--- src/assert_macros.svh ---
// Assertion helpers shared by the RTL.
`ifndef ASSERT_MACROS_SVH
`define ASSERT_MACROS_SVH
`ifndef SYNTHESIS
`define ASSERT_IMPL(label, clk, rst_n, ante, cons) \
  label: assert property (@(posedge clk) disable iff (!rst_n) (ante) |-> (cons)) \
    else $error("assertion failed");
`define ASSERT_NEXT(label, clk, rst_n, ante, cons) \
  label: assert property (@(posedge clk) disable iff (!rst_n) (ante) |=> (cons)) \
    else $error("assertion failed");
`else
`define ASSERT_IMPL(label, clk, rst_n, ante, cons)
`define ASSERT_NEXT(label, clk, rst_n, ante, cons)
`endif
`endif

--- src/lkw_div_cell.sv ---
`timescale 1ns / 1ps
`default_nettype none
module lkw_div_cell #(
  parameter int RW = 4,
  parameter int QW = 36
) (
  input  logic          clk,
  input  logic [RW-1:0] rem_i,
  input  logic [QW-1:0] dq_i,
  input  logic [RW-1:0] dsor_i,
  output logic [RW-1:0] rem_o,
  output logic [QW-1:0] dq_o,
  output logic [RW-1:0] dsor_o
);
  logic [RW:0] trial;
  logic [RW:0] diff;
  logic ge;
  logic [RW-1:0] rem_r;
  logic [QW-1:0] dq_r;
  logic [RW-1:0] dsor_r;

  always_comb begin
    trial = {rem_i, dq_i[QW-1]};
    diff = trial - {1'b0, dsor_i};
    ge = (trial >= {1'b0, dsor_i});
  end

  always_ff @(posedge clk) begin
    rem_r <= ge ? diff[RW-1:0] : trial[RW-1:0];
    dq_r <= {dq_i[QW-2:0], ge};
    dsor_r <= dsor_i;
  end

  assign rem_o = rem_r;
  assign dq_o = dq_r;
  assign dsor_o = dsor_r;
endmodule
`default_nettype wire

--- src/lkw_divider.sv ---
`timescale 1ns / 1ps
`default_nettype none
module lkw_divider #(
  parameter int RW = 4,
  parameter int QW = 36
) (
  input  logic          clk,
  input  logic [RW-1:0] rem_i,
  input  logic [QW-1:0] dend_i,
  input  logic [RW-1:0] dsor_i,
  output logic [QW-1:0] quo_o
);
  logic [RW-1:0] rem_c [QW+1];
  logic [QW-1:0] dq_c [QW+1];
  logic [RW-1:0] dsor_c [QW+1];

  assign rem_c[0] = rem_i;
  assign dq_c[0] = dend_i;
  assign dsor_c[0] = dsor_i;

  for (genvar i = 0; i < QW; i++) begin : g_cell
    lkw_div_cell #(.RW(RW), .QW(QW)) u_cell (
      .clk   (clk),
      .rem_i (rem_c[i]),
      .dq_i  (dq_c[i]),
      .dsor_i(dsor_c[i]),
      .rem_o (rem_c[i+1]),
      .dq_o  (dq_c[i+1]),
      .dsor_o(dsor_c[i+1])
    );
  end

  assign quo_o = dq_c[QW];
endmodule
`default_nettype wire

--- config.mk ---
export PLATFORM = sky130hd
export DESIGN_NAME = lkw_divider
export DESIGN_NICKNAME = d
export VERILOG_FILES = /design/src/assert_macros.svh /design/src/lkw_div_cell.sv /design/src/lkw_divider.sv
export SDC_FILE = /design/constraint.sdc
export NUM_CORES = 1
export LEC_CHECK = 0
export BUFFER_PORTS_ARGS = -buffer_cell sky130_fd_sc_hd__buf_2
export CORE_UTILIZATION = 56
export CTS_BUF_LIST = sky130_fd_sc_hd__clkbuf_2
export CTS_CLUSTER_SIZE = 8
export DETAILED_ROUTE_END_ITERATION = 8
export PLACE_DENSITY = 0.72
export REMOVE_ABC_BUFFERS = 1
export SLEW_MARGIN = 20
export SYNTH_ARGS = -nofsm -noshare
export SYNTH_HDL_FRONTEND = slang
export SYNTH_SLANG_ARGS = --single-unit
--- constraint.sdc ---
create_clock -name clk -period 2.3 [get_ports clk]
set_clock_uncertainty 0.2 [all_clocks]
set_input_delay 0.345 -clock clk [delete_from_list [all_inputs] [get_ports clk]]
set_output_delay 0.345 -clock clk [all_outputs]
set_load 0.05 [all_outputs]
Word-level counts from Yosys, hierarchy flattened
Cells that the tools add are included.
{ "op_classes": {"add_sub_neg": 35, "order_cmp": 36, "muxes": 35} }
{ "ops": {"columns": ["operator", "count"], "rows": [
  ["5-bit by 4-bit >= comparator with 1-bit output", 36],
  ["4-bit two-way mux", 35],
  ["4-bit subtractor", 35]
]} }
{ "word_totals": {"register_bits": 1576, "in_bits": 45, "out_inout_bits": 36, "word_cells": 212} }

Depth between registers and ports, before layout
Gate-level depths: netlist (run 1).
{ "depth": {"depth_word": 2, "mapped_depth": 7, "mapped_depth_nobuf": 6} }

Modules after synthesis
From an unflattened synthesis (run 1), not the netlist that was laid out.
{ "hier_totals": {"hier_cells": 2592, "hier_area_um2": 39447.8} }
{ "by_module_without_submodules": {"columns": ["mod", "n_inst", "cells_per_inst", "area_each_um2", "seq_area_each_um2"], "rows": [
  ["lkw_div_cell (g_cell[0].u_cell ...)", 20, 72, 1088.5, 880.8],
  ["lkw_div_cell (g_cell[28].u_cell ...)", 16, 72, 1104.8, 880.8]
]} }

Least setup slack after synthesis (run 1)
OpenSTA, ideal clock, no wires.
{ "synth_timing": {"path_kind": "input -> register", "startpoint": "input dsor_i[2]", "endpoint": "register g_cell[0].u_cell.rem_r[2]", "setup_ns": 0.121, "t_arrival_ns": 1.501, "required_time_ns": 1.979, "path_slack_ns": 0.478, "path_stages": 6, "path_buffers": 0, "path_cell_list": "inv_1 > ha_1 > o21ai_0 > a21oi_1 > nor2_1 > mux2_2"} }
{ "synth_between": {"elab_chain_cells": 2, "word_cells_on_any_way": 3, "cone_classes": "1 x add/sub; 1 x order compare; 1 x mux"} }
{ "synth_rtl": {"columns": ["element", "line", "source"], "rows": [
  ["from (decl)", "lkw_divider.sv:10", "input logic [RW-1:0] dsor_i,"],
  ["4-bit subtractor / 5-bit by 4-bit >= comparator with 1-bit output (equally long branches)", "lkw_div_cell.sv:24, lkw_div_cell.sv:25", null],
  ["4-bit two-way mux *", "lkw_div_cell.sv:29", "rem_r <= ge ? diff[RW-1:0] : trial[RW-1:0];"],
  ["to (signal assigned)", "lkw_div_cell.sv:29", null],
  ["to (decl)", "lkw_div_cell.sv:18", "logic [RW-1:0] rem_r;"]
]} }
Mark *: on every way between the ends. The rest lies on a longest branch, timed or not.

Worst setup path after layout (run 1)
{ "layout_timing": {"startpoint": "register g_cell[35].u_cell.dq_r[14]", "endpoint": "output quo_o[14]"} }
{ "layout_rtl": {"columns": ["element", "line", "source"], "rows": [
  ["from (decl)", "lkw_div_cell.sv:19", "logic [QW-1:0] dq_r;"],
  ["from (signal assigned)", "lkw_div_cell.sv:30", "dq_r <= {dq_i[QW-2:0], ge};"],
  ["to (decl)", "lkw_divider.sv:11", "output logic [QW-1:0] quo_o"]
]} }
No word-level cell between the ends.

==> impl_metrics.xml, run 1 <==
<?xml version="1.0" encoding="UTF-8"?>
<metrics>
  <group name="outcome">
    <metric name="run_status" unit="">finished with violations</metric>
    <metric name="failed_checks" unit="">setup timing</metric>
  </group>
  <group name="cts">
    <metric name="cts_buffer_depth" unit="">4</metric>
    <metric name="cts.sinks" unit="">1576</metric>
    <metric name="tritoncts" unit="">done</metric>
    <metric name="cts-buffers-inserted" unit="">369</metric>
    <metric name="clock_insertion_delay_worst_skew" unit="ns">1.37</metric>
    <metric name="worst_setup_hold_path_clk_slew" unit="ns">0.10</metric>
    <metric name="cts_root_buf" unit="">clkbuf_2</metric>
    <metric name="htreeDepth" unit="">5</metric>
  </group>
  <group name="timing">
    <metric name="setup_violations" unit="">36</metric>
    <metric name="slew-limit-headroom" unit="%">47.0</metric>
    <metric name="final_period_minus_worst_setup_slack" unit="ns">2.42</metric>
    <metric name="setup_slack_after_layout" unit="ns">-0.116</metric>
    <metric name="finalSetupTns" unit="ns">-2.55</metric>
    <metric name="rsz_0062_raised_after_global_routing" unit="">true</metric>
    <metric name="layout_worst_path_cycle_share" unit="%">105</metric>
    <metric name="max_freq" unit="MHz">414</metric>
    <metric name="worst-slew-pin-transition" unit="ns">0.795</metric>
    <metric name="slew_violations" unit="">0</metric>
    <metric name="hold_viol_final" unit="">0</metric>
  </group>
  <group name="logic_synthesis">
    <metric name="synth.area.top_cells" unit="">dfxtp_1 82%, ha_1 4.7%, inv_1 2.1%</metric>
    <metric name="synth_cells" unit="">2604</metric>
    <metric name="ys_warn_count" unit="">0</metric>
    <metric name="synthDominantAreaCellType" unit="">dfxtp_1</metric>
    <metric name="syn-mean-instance-area" unit="µm²">14.9</metric>
    <metric name="synth.lib_cells_used.distinct" unit="">26</metric>
    <metric name="yosys.area.top_type_share" unit="%">81.5</metric>
    <metric name="netlist_area" unit="µm²">38700</metric>
    <metric name="synth-seq-area-share" unit="%">81.5</metric>
    <metric name="synth.ff_latch_count" unit="">1576</metric>
  </group>
  <group name="die">
    <metric name="chipWidth" unit="µm">265</metric>
    <metric name="die_area" unit="µm²">70200</metric>
    <metric name="start_util" unit="%">56.5</metric>
    <metric name="placementRows" unit="">96</metric>
    <metric name="fp.coreArea" unit="µm²">68500</metric>
    <metric name="die_height" unit="µm">265</metric>
    <metric name="num_io_pins" unit="">81</metric>
  </group>
  <group name="place">
    <metric name="placement.io_buffers" unit="">80</metric>
    <metric name="dp_hpwl" unit="µm">26500</metric>
    <metric name="routabilityCongestion" unit="">0.810</metric>
    <metric name="dpl-instance-area" unit="µm²">40000</metric>
  </group>
  <group name="cells_and_area">
    <metric name="synthToLayoutAreaGrowth" unit="%">15.8</metric>
    <metric name="layout.cell_area.non_filler" unit="µm²">44800</metric>
    <metric name="fillerInstances" unit="">5077</metric>
    <metric name="final_core_util" unit="%">65.5</metric>
    <metric name="regArea" unit="µm²">31600</metric>
    <metric name="proportion_of_layout_cells_with_a_drive_suffix_above_1" unit="%">21.0</metric>
    <metric name="multiInputGateArea" unit="µm²">6080</metric>
    <metric name="layout_commonest_cell" unit="">dfxtp_1</metric>
    <metric name="mostFrequentLayoutCells" unit="">1,540 x dfxtp_1, 523 x clkbuf_2, 214 x inv_1, 170 x nor2_1, 143 x ha_1</metric>
    <metric name="finish.net_count" unit="">3390</metric>
  </group>
  <group name="critical_path">
    <metric name="timing.reg2reg.worst_path_depth" unit="">6</metric>
    <metric name="max_stage_delay" unit="ns">0.35</metric>
    <metric name="worstPathCellList" unit="">buf_8</metric>
    <metric name="setup.worst_path.class" unit="">flop to output port</metric>
    <metric name="critical_register_to_register_path_endpoint" unit="">g_cell[1].u_cell.rem_o[2]</metric>
    <metric name="reg2reg_from" unit="">g_cell[0].u_cell.dsor_o[2]</metric>
    <metric name="critical_path_buf_inv_count" unit="">1</metric>
    <metric name="setup.worst_path.start_class" unit="">flop</metric>
    <metric name="cp_endpoint_kind" unit="">output port</metric>
    <metric name="cp_num_cells" unit="">1</metric>
    <metric name="worst-r2r-setup-slack" unit="ns">0.23</metric>
    <metric name="maximum_fanout_along_the_worst_path" unit="">1</metric>
    <metric name="critPathCapture" unit="">quo_o[14]</metric>
    <metric name="kind_of_cell_with_the_highest_combined_delay_on_the_critical_path" unit="">flip-flops</metric>
    <metric name="worstSetupStartpoint" unit="">g_cell[35].u_cell.dq_o[14]</metric>
    <metric name="worst_ep_required" unit="ns">1.75</metric>
    <metric name="critPathArrivalTime" unit="ns">1.87</metric>
    <metric name="critical-path-slowest-cell" unit="">dfxtp_2</metric>
  </group>
  <group name="power">
    <metric name="power" unit="W">0.0611</metric>
    <metric name="power_per_cell_area" unit="nW/µm²">1360</metric>
    <metric name="static-leakage-power" unit="nW">20.4</metric>
    <metric name="vdd.ir_drop.worst" unit="V">0.000585</metric>
  </group>
  <group name="drt">
    <metric name="route.detailed.vias_per_inst" unit="">4.39</metric>
    <metric name="number_of_remaining_drc_errors" unit="">0</metric>
    <metric name="drt-total-wl" unit="µm">46800</metric>
    <metric name="drt_pre_antenna_iters" unit="">5</metric>
    <metric name="drt-wirelength-per-cell" unit="µm">11.0</metric>
    <metric name="via_count" unit="">18800</metric>
    <metric name="final_antenna_net_count" unit="">0</metric>
    <metric name="drt_iter0_drc" unit="">580</metric>
  </group>
  <group name="global_route">
    <metric name="grt_first_pass_wirelength" unit="µm">80300</metric>
    <metric name="antenna_found_initial" unit="">2</metric>
    <metric name="grt_util_all_layers" unit="%">13.8</metric>
    <metric name="grt_max_degree" unit="">18</metric>
    <metric name="grt-ovfl-total" unit="">0</metric>
    <metric name="first_global_vias" unit="">20100</metric>
  </group>
  <group name="flow_run">
    <metric name="cap_viol_max_count" unit="">0</metric>
  </group>
  <group name="hold_path">
    <metric name="holdCritPathClass" unit="">flop to flop</metric>
  </group>
</metrics>
==> final cells by class <==
| class | count | area share [%] |
|---|---|---|
| Antenna cell | 2 | 0.0112 |
| Clock buffer | 523 | 5.84 |
| Clock inverter | 75 | 0.955 |
| Inverter | 215 | 1.80 |
| Multi-Input combinational cell | 776 | 13.6 |
| Sequential cell | 1576 | 70.5 |
| Tap cell | 882 | 2.46 |
| Timing Repair Buffer | 228 | 4.87 |
==> cells by family after synthesis <==
logic type	synth area share [%]
AO/OA/AOI/OAI	1.52
XOR/XNOR	0.792
adder cells (fa/ha/maj)	6.47
buffers and inverters	2.81
AND/OR/NAND/NOR	4.04
multiplexers	2.84
flip-flops	81.5
==> sequential cells by signal, summed over array words and instances (netlist names) <==
signal / count
g_cell.u_cell.dq_o: 1296
g_cell.u_cell.rem_o: 140
g_cell.u_cell.dsor_o: 140
==> power by group <==
| group | switching, W | internal, W |
|---|---|---|
| Clock | 0.00931 | 0.00647 |
| Sequential | 0.00179 | 0.0339 |
| Combinational | 0.00526 | 0.00441 |
| Total | 0.0164 | 0.0448 |
==> what timing repair did <==
action	in CTS	in global routing
hold buffers	134	1
pin swaps	0	1
gates resized for setup	118	27
setup endpoints to repair	36	39
setup buffers	0	0
hold endpoints to repair	44	1
==> routing by layer <==
metal	share of wire [%]	GRT usage, %
met1	40	13.1
met2	51	24.2
met3	4.9	5.37
met4	3.6	10.2
met5	0	0
==> worst min-delay path by stage <==
stage	to	from	depth (start not counted)
after floorplan	g_cell[10].u_cell.dq_o[10]	g_cell[9].u_cell.dq_o[9]	0
after global placement	g_cell[17].u_cell.dq_o[22]	g_cell[16].u_cell.dq_o[21]	0
after detailed placement	g_cell[11].u_cell.dq_o[17]	g_cell[10].u_cell.dq_o[16]	0
after CTS	g_cell[25].u_cell.dq_o[11]	g_cell[24].u_cell.dq_o[10]	0
after global routing	g_cell[27].u_cell.dq_o[6]	g_cell[26].u_cell.dq_o[5]	0
final	g_cell[28].u_cell.dq_o[9]	g_cell[27].u_cell.dq_o[8]	0
==> stage by stage <==
step / hold WS [ns] / cells / setup WS (ns)
final: 0.0378 / 4277 / -0.116
after global routing: 0.0199 / 4277 / -0.382
after CTS: 0.0209 / 4275 / -0.399
after detailed placement: 0.112 / 3543 / 0.295
after global placement: 0.110 / 3543 / 0.405
after floorplan: 0.110 / 2567 / 0.478
==> cell usage after synthesis <==
cell,count
a2111oi_0,1
a211o_1,1
a211oi_1,1
a21o_1,3
a21o_2,1
a21oi_1,68
a41o_2,1
and4_1,1
buf_4,36
buf_6,1
dfxtp_1,1576
fa_1,35
ha_1,144
inv_1,215
mux2_2,34
mux2_4,1
mux2i_1,70
nand2_1,35
nand2b_1,35
nand3_1,1
nand4_1,34
nor2_1,171
nor3_1,69
o2111ai_1,1
o21ai_0,34
xnor2_1,35
No activity file was read; power rests on OpenSTA's default activity.
==> run 2, diff against run 1 <==
- ABC_AREA: unset -> 1
- BUFFER_PORTS_ARGS: -buffer_cell sky130_fd_sc_hd__buf_2 -> -buffer_cell sky130_fd_sc_hd__buf_4
- GPL_ROUTABILITY_DRIVEN: unset -> 0
==> run 2 against run 1 <==
The run still ends with setup timing left. Register-to-register slack better by 0.31 ns. Area after synthesis up 4.0%. Synthesized cell count up 15%. Sequential share of layout area down 2.6 points. Power up 4.7%. Final cell count up 11%. Critical path depth up 12. Die area up 4.0%. Maximum frequency down 11%. Via count up 7.8%. Largest cell class unchanged.
==> impl_metrics.xml, run 2 <==
<?xml version="1.0" encoding="UTF-8"?>
<metrics>
  <group name="cts">
    <metric name="cts.sinks" unit="">1576</metric>
    <metric name="clock_insertion_delay_worst_skew" unit="ns">1.35</metric>
    <metric name="cts_root_buf" unit="">clkbuf_2</metric>
    <metric name="cts-buffers-inserted" unit="">364</metric>
    <metric name="worst_setup_hold_path_clk_slew" unit="ns">0.10</metric>
    <metric name="htreeDepth" unit="">5</metric>
    <metric name="cts_buffer_depth" unit="">4</metric>
    <metric name="tritoncts" unit="">done</metric>
  </group>
  <group name="timing">
    <metric name="setup_violations" unit="">35</metric>
    <metric name="rsz_0062_raised_after_global_routing" unit="">true</metric>
    <metric name="final_period_minus_worst_setup_slack" unit="ns">2.70</metric>
    <metric name="slew-limit-headroom" unit="%">47.5</metric>
    <metric name="max_freq" unit="MHz">370</metric>
    <metric name="layout_worst_path_cycle_share" unit="%">118</metric>
    <metric name="finalSetupTns" unit="ns">-2.24</metric>
    <metric name="slew_violations" unit="">0</metric>
    <metric name="worst-slew-pin-transition" unit="ns">0.788</metric>
    <metric name="setup_slack_after_layout" unit="ns">-0.404</metric>
    <metric name="hold_viol_final" unit="">0</metric>
  </group>
  <group name="critical_path">
    <metric name="max_stage_delay" unit="ns">0.61</metric>
    <metric name="worst-r2r-setup-slack" unit="ns">0.54</metric>
    <metric name="worstSetupStartpoint" unit="">dsor_i[1]</metric>
    <metric name="setup.worst_path.start_class" unit="">input pin</metric>
    <metric name="critPathArrivalTime" unit="ns">3.73</metric>
    <metric name="timing.reg2reg.worst_path_depth" unit="">8</metric>
    <metric name="critical-path-slowest-cell" unit="">dlygate4sd3_1</metric>
    <metric name="cp_endpoint_kind" unit="">flop</metric>
    <metric name="crit_path_frequent_cell" unit="">dlygate4sd3_1</metric>
    <metric name="maximum_fanout_along_the_worst_path" unit="">5</metric>
    <metric name="worst_ep_required" unit="ns">3.32</metric>
    <metric name="worstPathCellList" unit="">dlygate4sd3_1 -&gt; buf_4 -&gt; dlygate4sd3_1 -&gt; inv_1 -&gt; ha_4 -&gt; nand2_1 -&gt; nor2_2 -&gt; nor2_4 -&gt; nand2_1 -&gt; dlygate4sd3_1 -&gt; nand2_1 -&gt; dlygate4sd3_1 -&gt; nor2_1</metric>
    <metric name="critical_register_to_register_path_endpoint" unit="">g_cell[2].u_cell.rem_o[2]</metric>
    <metric name="setup.worst_path.class" unit="">input pin to flop</metric>
    <metric name="reg2reg_from" unit="">g_cell[1].u_cell.dsor_o[2]</metric>
  </group>
  <group name="logic_synthesis">
    <metric name="post-synth-top-count-cell" unit="">dfxtp_1</metric>
    <metric name="synth_edf_count" unit="">0</metric>
    <metric name="synth_async_sr_flop_share" unit="%">0</metric>
    <metric name="dominantRegCellSynth" unit="">dfxtp_1</metric>
    <metric name="synth-seq-area-share" unit="%">78.4</metric>
    <metric name="syn-mean-instance-area" unit="µm²">13.4</metric>
    <metric name="synthDominantAreaCellType" unit="">dfxtp_1</metric>
    <metric name="synth.lib_cells_used.distinct" unit="">20</metric>
    <metric name="yosys.area.top_type_share" unit="%">78.4</metric>
    <metric name="ys_warn_count" unit="">0</metric>
    <metric name="synth_cells" unit="">2997</metric>
    <metric name="netlist_area" unit="µm²">40300</metric>
    <metric name="synth.ff_latch_count" unit="">1576</metric>
    <metric name="synth.area.top_cells" unit="">dfxtp_1 78%, ha_1 4.5%, nand2_1 3.6%</metric>
    <metric name="yosys-top-cells-count" unit="">1,576 x dfxtp_1, 387 x nand2_1, 324 x inv_1</metric>
  </group>
  <group name="drt">
    <metric name="number_of_remaining_drc_errors" unit="">0</metric>
    <metric name="drt_pre_antenna_iters" unit="">5</metric>
    <metric name="via_count" unit="">20200</metric>
    <metric name="drt_iter0_drc" unit="">608</metric>
    <metric name="drt-wirelength-per-cell" unit="µm">10.5</metric>
    <metric name="route.detailed.vias_per_inst" unit="">4.28</metric>
    <metric name="drt-total-wl" unit="µm">49500</metric>
    <metric name="final_antenna_net_count" unit="">0</metric>
  </group>
  <group name="power">
    <metric name="p_seq_share" unit="%">56.4</metric>
    <metric name="power" unit="W">0.0640</metric>
    <metric name="power_per_cell_area" unit="nW/µm²">1380</metric>
    <metric name="p_switching" unit="W">0.0184</metric>
    <metric name="intPower" unit="W">0.0456</metric>
    <metric name="sw_frac_of_total" unit="%">28.8</metric>
    <metric name="power.share.combinational" unit="%">19.4</metric>
    <metric name="clock_power_share" unit="%">24.2</metric>
    <metric name="vdd.ir_drop.worst" unit="V">0.000745</metric>
    <metric name="static-leakage-power" unit="nW">22.1</metric>
  </group>
  <group name="outcome">
    <metric name="run_status" unit="">finished with violations</metric>
    <metric name="failed_checks" unit="">setup timing</metric>
  </group>
  <group name="global_route">
    <metric name="grt_util_met1" unit="%">13.6</metric>
    <metric name="antenna_found_initial" unit="">2</metric>
    <metric name="use_met3" unit="%">5.47</metric>
    <metric name="grt-ovfl-total" unit="">0</metric>
    <metric name="grt_max_degree" unit="">17</metric>
    <metric name="global_route_hottest_layer" unit="">met2</metric>
    <metric name="grt_util_all_layers" unit="%">14.0</metric>
    <metric name="first_global_vias" unit="">21600</metric>
    <metric name="grt_first_pass_wirelength" unit="µm">86300</metric>
    <metric name="gr-usage-met2" unit="%">25.2</metric>
  </group>
  <group name="cells_and_area">
    <metric name="layout_commonest_cell" unit="">dfxtp_1</metric>
    <metric name="synthToLayoutAreaGrowth" unit="%">15.6</metric>
    <metric name="proportion_of_layout_cells_with_a_drive_suffix_above_1" unit="%">22.2</metric>
    <metric name="final-instance-count-excl-fill" unit="">4730</metric>
    <metric name="layout.cell_area.non_filler" unit="µm²">46500</metric>
    <metric name="mostFrequentLayoutCells" unit="">1,540 x dfxtp_1, 527 x clkbuf_2, 387 x nand2_1, 324 x inv_1, 145 x dlygate4sd3_1</metric>
    <metric name="largest_register_ffs" unit="">1296</metric>
    <metric name="finish.net_count" unit="">3777</metric>
  </group>
  <group name="hold_path">
    <metric name="holdCritPathClass" unit="">flop to flop</metric>
    <metric name="min_to" unit="">g_cell[17].u_cell.dq_o[25]</metric>
    <metric name="worst_hold_startpoint" unit="">g_cell[16].u_cell.dq_o[24]</metric>
    <metric name="hold-path-cell-count" unit="">0</metric>
  </group>
  <group name="die">
    <metric name="chipWidth" unit="µm">270</metric>
    <metric name="start_util" unit="%">57.0</metric>
    <metric name="placementRows" unit="">97</metric>
    <metric name="fp.coreArea" unit="µm²">70600</metric>
    <metric name="die_area" unit="µm²">73000</metric>
    <metric name="num_io_pins" unit="">81</metric>
    <metric name="die_height" unit="µm">270</metric>
  </group>
  <group name="place">
    <metric name="dp.cells" unit="">3981</metric>
    <metric name="pre_cts_slack" unit="ns">0.569</metric>
    <metric name="dpl-instance-area" unit="µm²">41800</metric>
    <metric name="dp_hpwl" unit="µm">29400</metric>
    <metric name="placement.io_buffers" unit="">80</metric>
  </group>
  <group name="flow_run">
    <metric name="cap_viol_max_count" unit="">0</metric>
  </group>
</metrics>
## run 2: cell type report
type / instances / area [µm²]
Inverter: 324 / 1220
Antenna cell: 3 / 7.51
Sequential cell: 1576 / 31600
Clock buffer: 527 / 2640
Fill cell: 5261 / 24100
Multi-Input combinational cell: 1061 / 7270
Clock inverter: 73 / 354
Timing Repair Buffer: 226 / 2280
Tap cell: 940 / 1180
## run 2: per-stage QoR
| step | hold slack, ns | utilization, % |
|---|---|---|
| after floorplan | 0.110 | - |
| after global placement | 0.109 | 59.1 |
| after detailed placement | 0.112 | 59.1 |
| after CTS | 0.0129 | 65.6 |
| after global routing | 0.0114 | 65.9 |
| final | 0.0391 | 65.9 |
## run 2: worst max path at each step
stage	end	slack [ns]	depth (start not counted)
floorplan	g_cell[0].u_cell.rem_o[2]	0.82	8
global placement	g_cell[0].u_cell.rem_o[2]	0.63	8
detailed placement	g_cell[0].u_cell.rem_o[2]	0.57	8
CTS	quo_o[17]	-0.38	1
global route	quo_o[13]	-0.38	1
finish	g_cell[0].u_cell.rem_o[3]	-0.40	13
## run 2: power by group through the flow
stage / combinational, W / clock, W / sequential (W)
floorplan: 0.00856 / 0 / 0.0369
global placement: 0.0109 / 0 / 0.0364
CTS: 0.0123 / 0.0164 / 0.0362
detailed placement: 0.0118 / 0 / 0.0367
global route: 0.0139 / 0.0180 / 0.0368
finish: 0.0124 / 0.0155 / 0.0361
## run 2: timing repair
action,in CTS,in global routing
hold buffers,138,15
pin swaps,0,3
gates resized for setup,86,12
endpoints found under the setup margin,36,37
hold endpoints to repair,50,9
gates cloned,0,0
setup buffers,0,1
## run 2: cells by family after synthesis
logic type | count (synthesis) | synth area share, %
flip-flops | 1576 | 78.4
AND/OR/NAND/NOR | 809 | 10.5
AO/OA/AOI/OAI | 38 | 0.488
adder cells (fa/ha/maj) | 179 | 6.22
buffers and inverters | 360 | 3.69
XOR/XNOR | 35 | 0.762
## run 2: worst max-delay path, delay by kind of cell
family	cells	cell delay [ns]
adders and majority gates	1	0.22
buffers and inverters	6	2.62
and+or+nand+nor	6	0.53
## run 2: metal layers
metal  vias to the layer above  part of all wire (%)
li1                      10500                     -
met1                      9243                    40
met2                       401                    53
met3                       101                   4.9
met4                         0                   2.1
met5                         -                     0
==> run 3, diff against run 2 <==
- ABC_AREA: 1 -> unset
==> run 3 against run 2 <==
The run ends with hold timing, setup timing left. Largest power group unchanged. Flip-flop and latch count did not move. Combinational power fell by 23%. Count of clock-buffer cells in the layout rose by 25. Maximum frequency rose by 13%. Setup slack improved by 0.31 ns. Global-route usage fell by 0.29 points. Worst hold slack got worse by 0.065 ns. Routed wire length fell by 6.9%. Die area fell by 3.8%. Clock power rose by 5%. Design area fell by 3.2%.
==> impl_metrics.xml, run 3 (synthesis results as in run 1) <==
<?xml version="1.0" encoding="UTF-8"?>
<metrics>
  <group name="cells_and_area">
    <metric name="layout_commonest_cell" unit="">dfxtp_1</metric>
    <metric name="final_core_util" unit="%">65.8</metric>
    <metric name="largest_register_ffs" unit="">1296</metric>
    <metric name="synthToLayoutAreaGrowth" unit="%">16.3</metric>
    <metric name="mostFrequentLayoutCells" unit="">1,540 x dfxtp_1, 552 x clkbuf_2, 215 x inv_1, 170 x nor2_1, 144 x ha_1</metric>
    <metric name="finish.net_count" unit="">3386</metric>
    <metric name="proportion_of_layout_cells_with_a_drive_suffix_above_1" unit="%">21.6</metric>
  </group>
  <group name="power">
    <metric name="power" unit="W">0.0615</metric>
    <metric name="static-leakage-power" unit="nW">20.6</metric>
    <metric name="power_per_cell_area" unit="nW/µm²">1370</metric>
    <metric name="vdd.ir_drop.worst" unit="V">0.000545</metric>
  </group>
  <group name="drt">
    <metric name="drt-total-wl" unit="µm">46100</metric>
    <metric name="final_antenna_net_count" unit="">0</metric>
    <metric name="drt_pre_antenna_iters" unit="">5</metric>
    <metric name="route.detailed.vias_per_inst" unit="">4.35</metric>
    <metric name="number_of_remaining_drc_errors" unit="">0</metric>
    <metric name="drt-wirelength-per-cell" unit="µm">10.7</metric>
    <metric name="drt_iter0_drc" unit="">521</metric>
    <metric name="via_count" unit="">18700</metric>
  </group>
  <group name="timing">
    <metric name="slew_violations" unit="">0</metric>
    <metric name="layout_worst_path_cycle_share" unit="%">104</metric>
    <metric name="setup_slack_after_layout" unit="ns">-0.0980</metric>
    <metric name="setup_violations" unit="">32</metric>
    <metric name="rsz_0062_raised_after_global_routing" unit="">true</metric>
    <metric name="slew-limit-headroom" unit="%">47.7</metric>
    <metric name="whs" unit="ns">-0.0262</metric>
    <metric name="worst-slew-pin-transition" unit="ns">0.784</metric>
    <metric name="final_period_minus_worst_setup_slack" unit="ns">2.40</metric>
    <metric name="max_freq" unit="MHz">417</metric>
    <metric name="hold_viol_final" unit="">1</metric>
    <metric name="finalSetupTns" unit="ns">-1.22</metric>
  </group>
  <group name="cts">
    <metric name="number_of_setup_buffers_added_after_cts" unit="">0</metric>
    <metric name="cts-buffers-inserted" unit="">367</metric>
    <metric name="tritoncts" unit="">done</metric>
    <metric name="htreeDepth" unit="">5</metric>
    <metric name="cts_buffer_depth" unit="">4</metric>
    <metric name="worst_setup_hold_path_clk_slew" unit="ns">0.11</metric>
    <metric name="clock_insertion_delay_worst_skew" unit="ns">1.39</metric>
    <metric name="cts.sinks" unit="">1576</metric>
    <metric name="cts_root_buf" unit="">clkbuf_2</metric>
  </group>
  <group name="critical_path">
    <metric name="setup.worst_path.start_class" unit="">flop</metric>
    <metric name="critical-path-slowest-cell" unit="">dfxtp_2</metric>
    <metric name="worst_ep_required" unit="ns">1.75</metric>
    <metric name="setup.worst_path.class" unit="">flop to output port</metric>
    <metric name="reg2reg_from" unit="">g_cell[25].u_cell.dsor_o[2]</metric>
    <metric name="critical_register_to_register_path_endpoint" unit="">g_cell[26].u_cell.rem_o[2]</metric>
    <metric name="kind_of_cell_with_the_highest_combined_delay_on_the_critical_path" unit="">flip-flops</metric>
    <metric name="timing.reg2reg.worst_path_depth" unit="">6</metric>
    <metric name="worstPathCellList" unit="">buf_8</metric>
    <metric name="maximum_fanout_along_the_worst_path" unit="">1</metric>
    <metric name="max_stage_delay" unit="ns">0.35</metric>
    <metric name="critical_path_buf_inv_count" unit="">1</metric>
    <metric name="critPathArrivalTime" unit="ns">1.85</metric>
    <metric name="worst-r2r-setup-slack" unit="ns">0.15</metric>
    <metric name="cp_endpoint_kind" unit="">output port</metric>
    <metric name="worstSetupStartpoint" unit="">g_cell[35].u_cell.dq_o[1]</metric>
  </group>
  <group name="place">
    <metric name="dp_hpwl" unit="µm">26500</metric>
    <metric name="placement.io_buffers" unit="">80</metric>
    <metric name="pre_cts_slack" unit="ns">0.196</metric>
  </group>
  <group name="die">
    <metric name="die_height" unit="µm">265</metric>
    <metric name="placementRows" unit="">96</metric>
    <metric name="die_area" unit="µm²">70200</metric>
    <metric name="chipWidth" unit="µm">265</metric>
    <metric name="num_io_pins" unit="">81</metric>
    <metric name="start_util" unit="%">56.5</metric>
    <metric name="fp.coreArea" unit="µm²">68500</metric>
  </group>
  <group name="global_route">
    <metric name="grt_first_pass_wirelength" unit="µm">80400</metric>
    <metric name="antenna_found_initial" unit="">2</metric>
    <metric name="grt_util_all_layers" unit="%">13.8</metric>
    <metric name="first_global_vias" unit="">20000</metric>
    <metric name="grt_max_degree" unit="">17</metric>
    <metric name="grt-ovfl-total" unit="">0</metric>
  </group>
  <group name="hold_path">
    <metric name="holdCritPathClass" unit="">flop to flop</metric>
    <metric name="hold-path-cell-count" unit="">0</metric>
    <metric name="min_to" unit="">g_cell[5].u_cell.dq_o[31]</metric>
    <metric name="worst_hold_startpoint" unit="">g_cell[4].u_cell.dq_o[30]</metric>
  </group>
  <group name="outcome">
    <metric name="run_status" unit="">finished with violations</metric>
    <metric name="failed_checks" unit="">hold timing, setup timing</metric>
  </group>
  <group name="flow_run">
    <metric name="cap_viol_max_count" unit="">0</metric>
  </group>
</metrics>
-- run 3: cell count changes in the layout (fill, tap and decap cells not counted), sizes merged, moves of 34 or more --
| cell | delta |
|---|---|
| mux2i | +70 |
| inv | -110 |
| or2 | -34 |
| mux2 | +35 |
| nor3 | +69 |
| nand3b | -34 |
| nand2b | +35 |
| nand3 | -139 |
| nand2 | -422 |
-- run 3: layer usage --
metal  GRT usage, %  wire [µm]
met5              0          0
met4           10.1       1610
met3           4.81       2100
met2           24.3      24100
met1           13.2      18200
-- run 3: repair_timing --
action | in CTS | in global routing
hold endpoints to repair | 44 | 0
gates resized for setup | 80 | 20
setup endpoints to repair | 36 | 37
hold buffers | 132 | 0
-- run 3: metrics by stage --
step | area (µm²) | instances
6_report | 45000 | 4303
5_1_grt | 45000 | 4300
4_1_cts | 44900 | 4298
3_5_place_dp | 40200 | 3543
3_3_place_gp | 40200 | 3543
2_1_floorplan | 38400 | 2567
-- run 3: worst max-delay path by stage --
stage,to,slack [ns],depth (start not counted)
2_1_floorplan,g_cell[0].u_cell.rem_o[2],0.48,6
3_3_place_gp,g_cell[27].u_cell.rem_o[2],0.41,6
3_5_place_dp,g_cell[26].u_cell.rem_o[2],0.20,6
4_1_cts,quo_o[9],-0.35,1
5_1_grt,quo_o[1],-0.33,1
6_report,quo_o[1],-0.1,1
-- run 3: final cells by class --
cell class	instances	area, µm²
inverter	215	807
clock inverter	71	415
multi-input combinational	776	6060
clock buffer	552	2760
fill	5042	23400
tap	882	1100
timing repair buffer	226	2260
antenna	5	12.5
sequential	1576	31600
-- run 3: power by group --
part / internal [W] / leakage, nW / switching [W]
Combinational: 0.00441 / 4.84 / 0.00519
Sequential: 0.0339 / 13.2 / 0.00180
Clock: 0.00686 / 2.49 / 0.00932
Total: 0.0452 / 20.6 / 0.0163
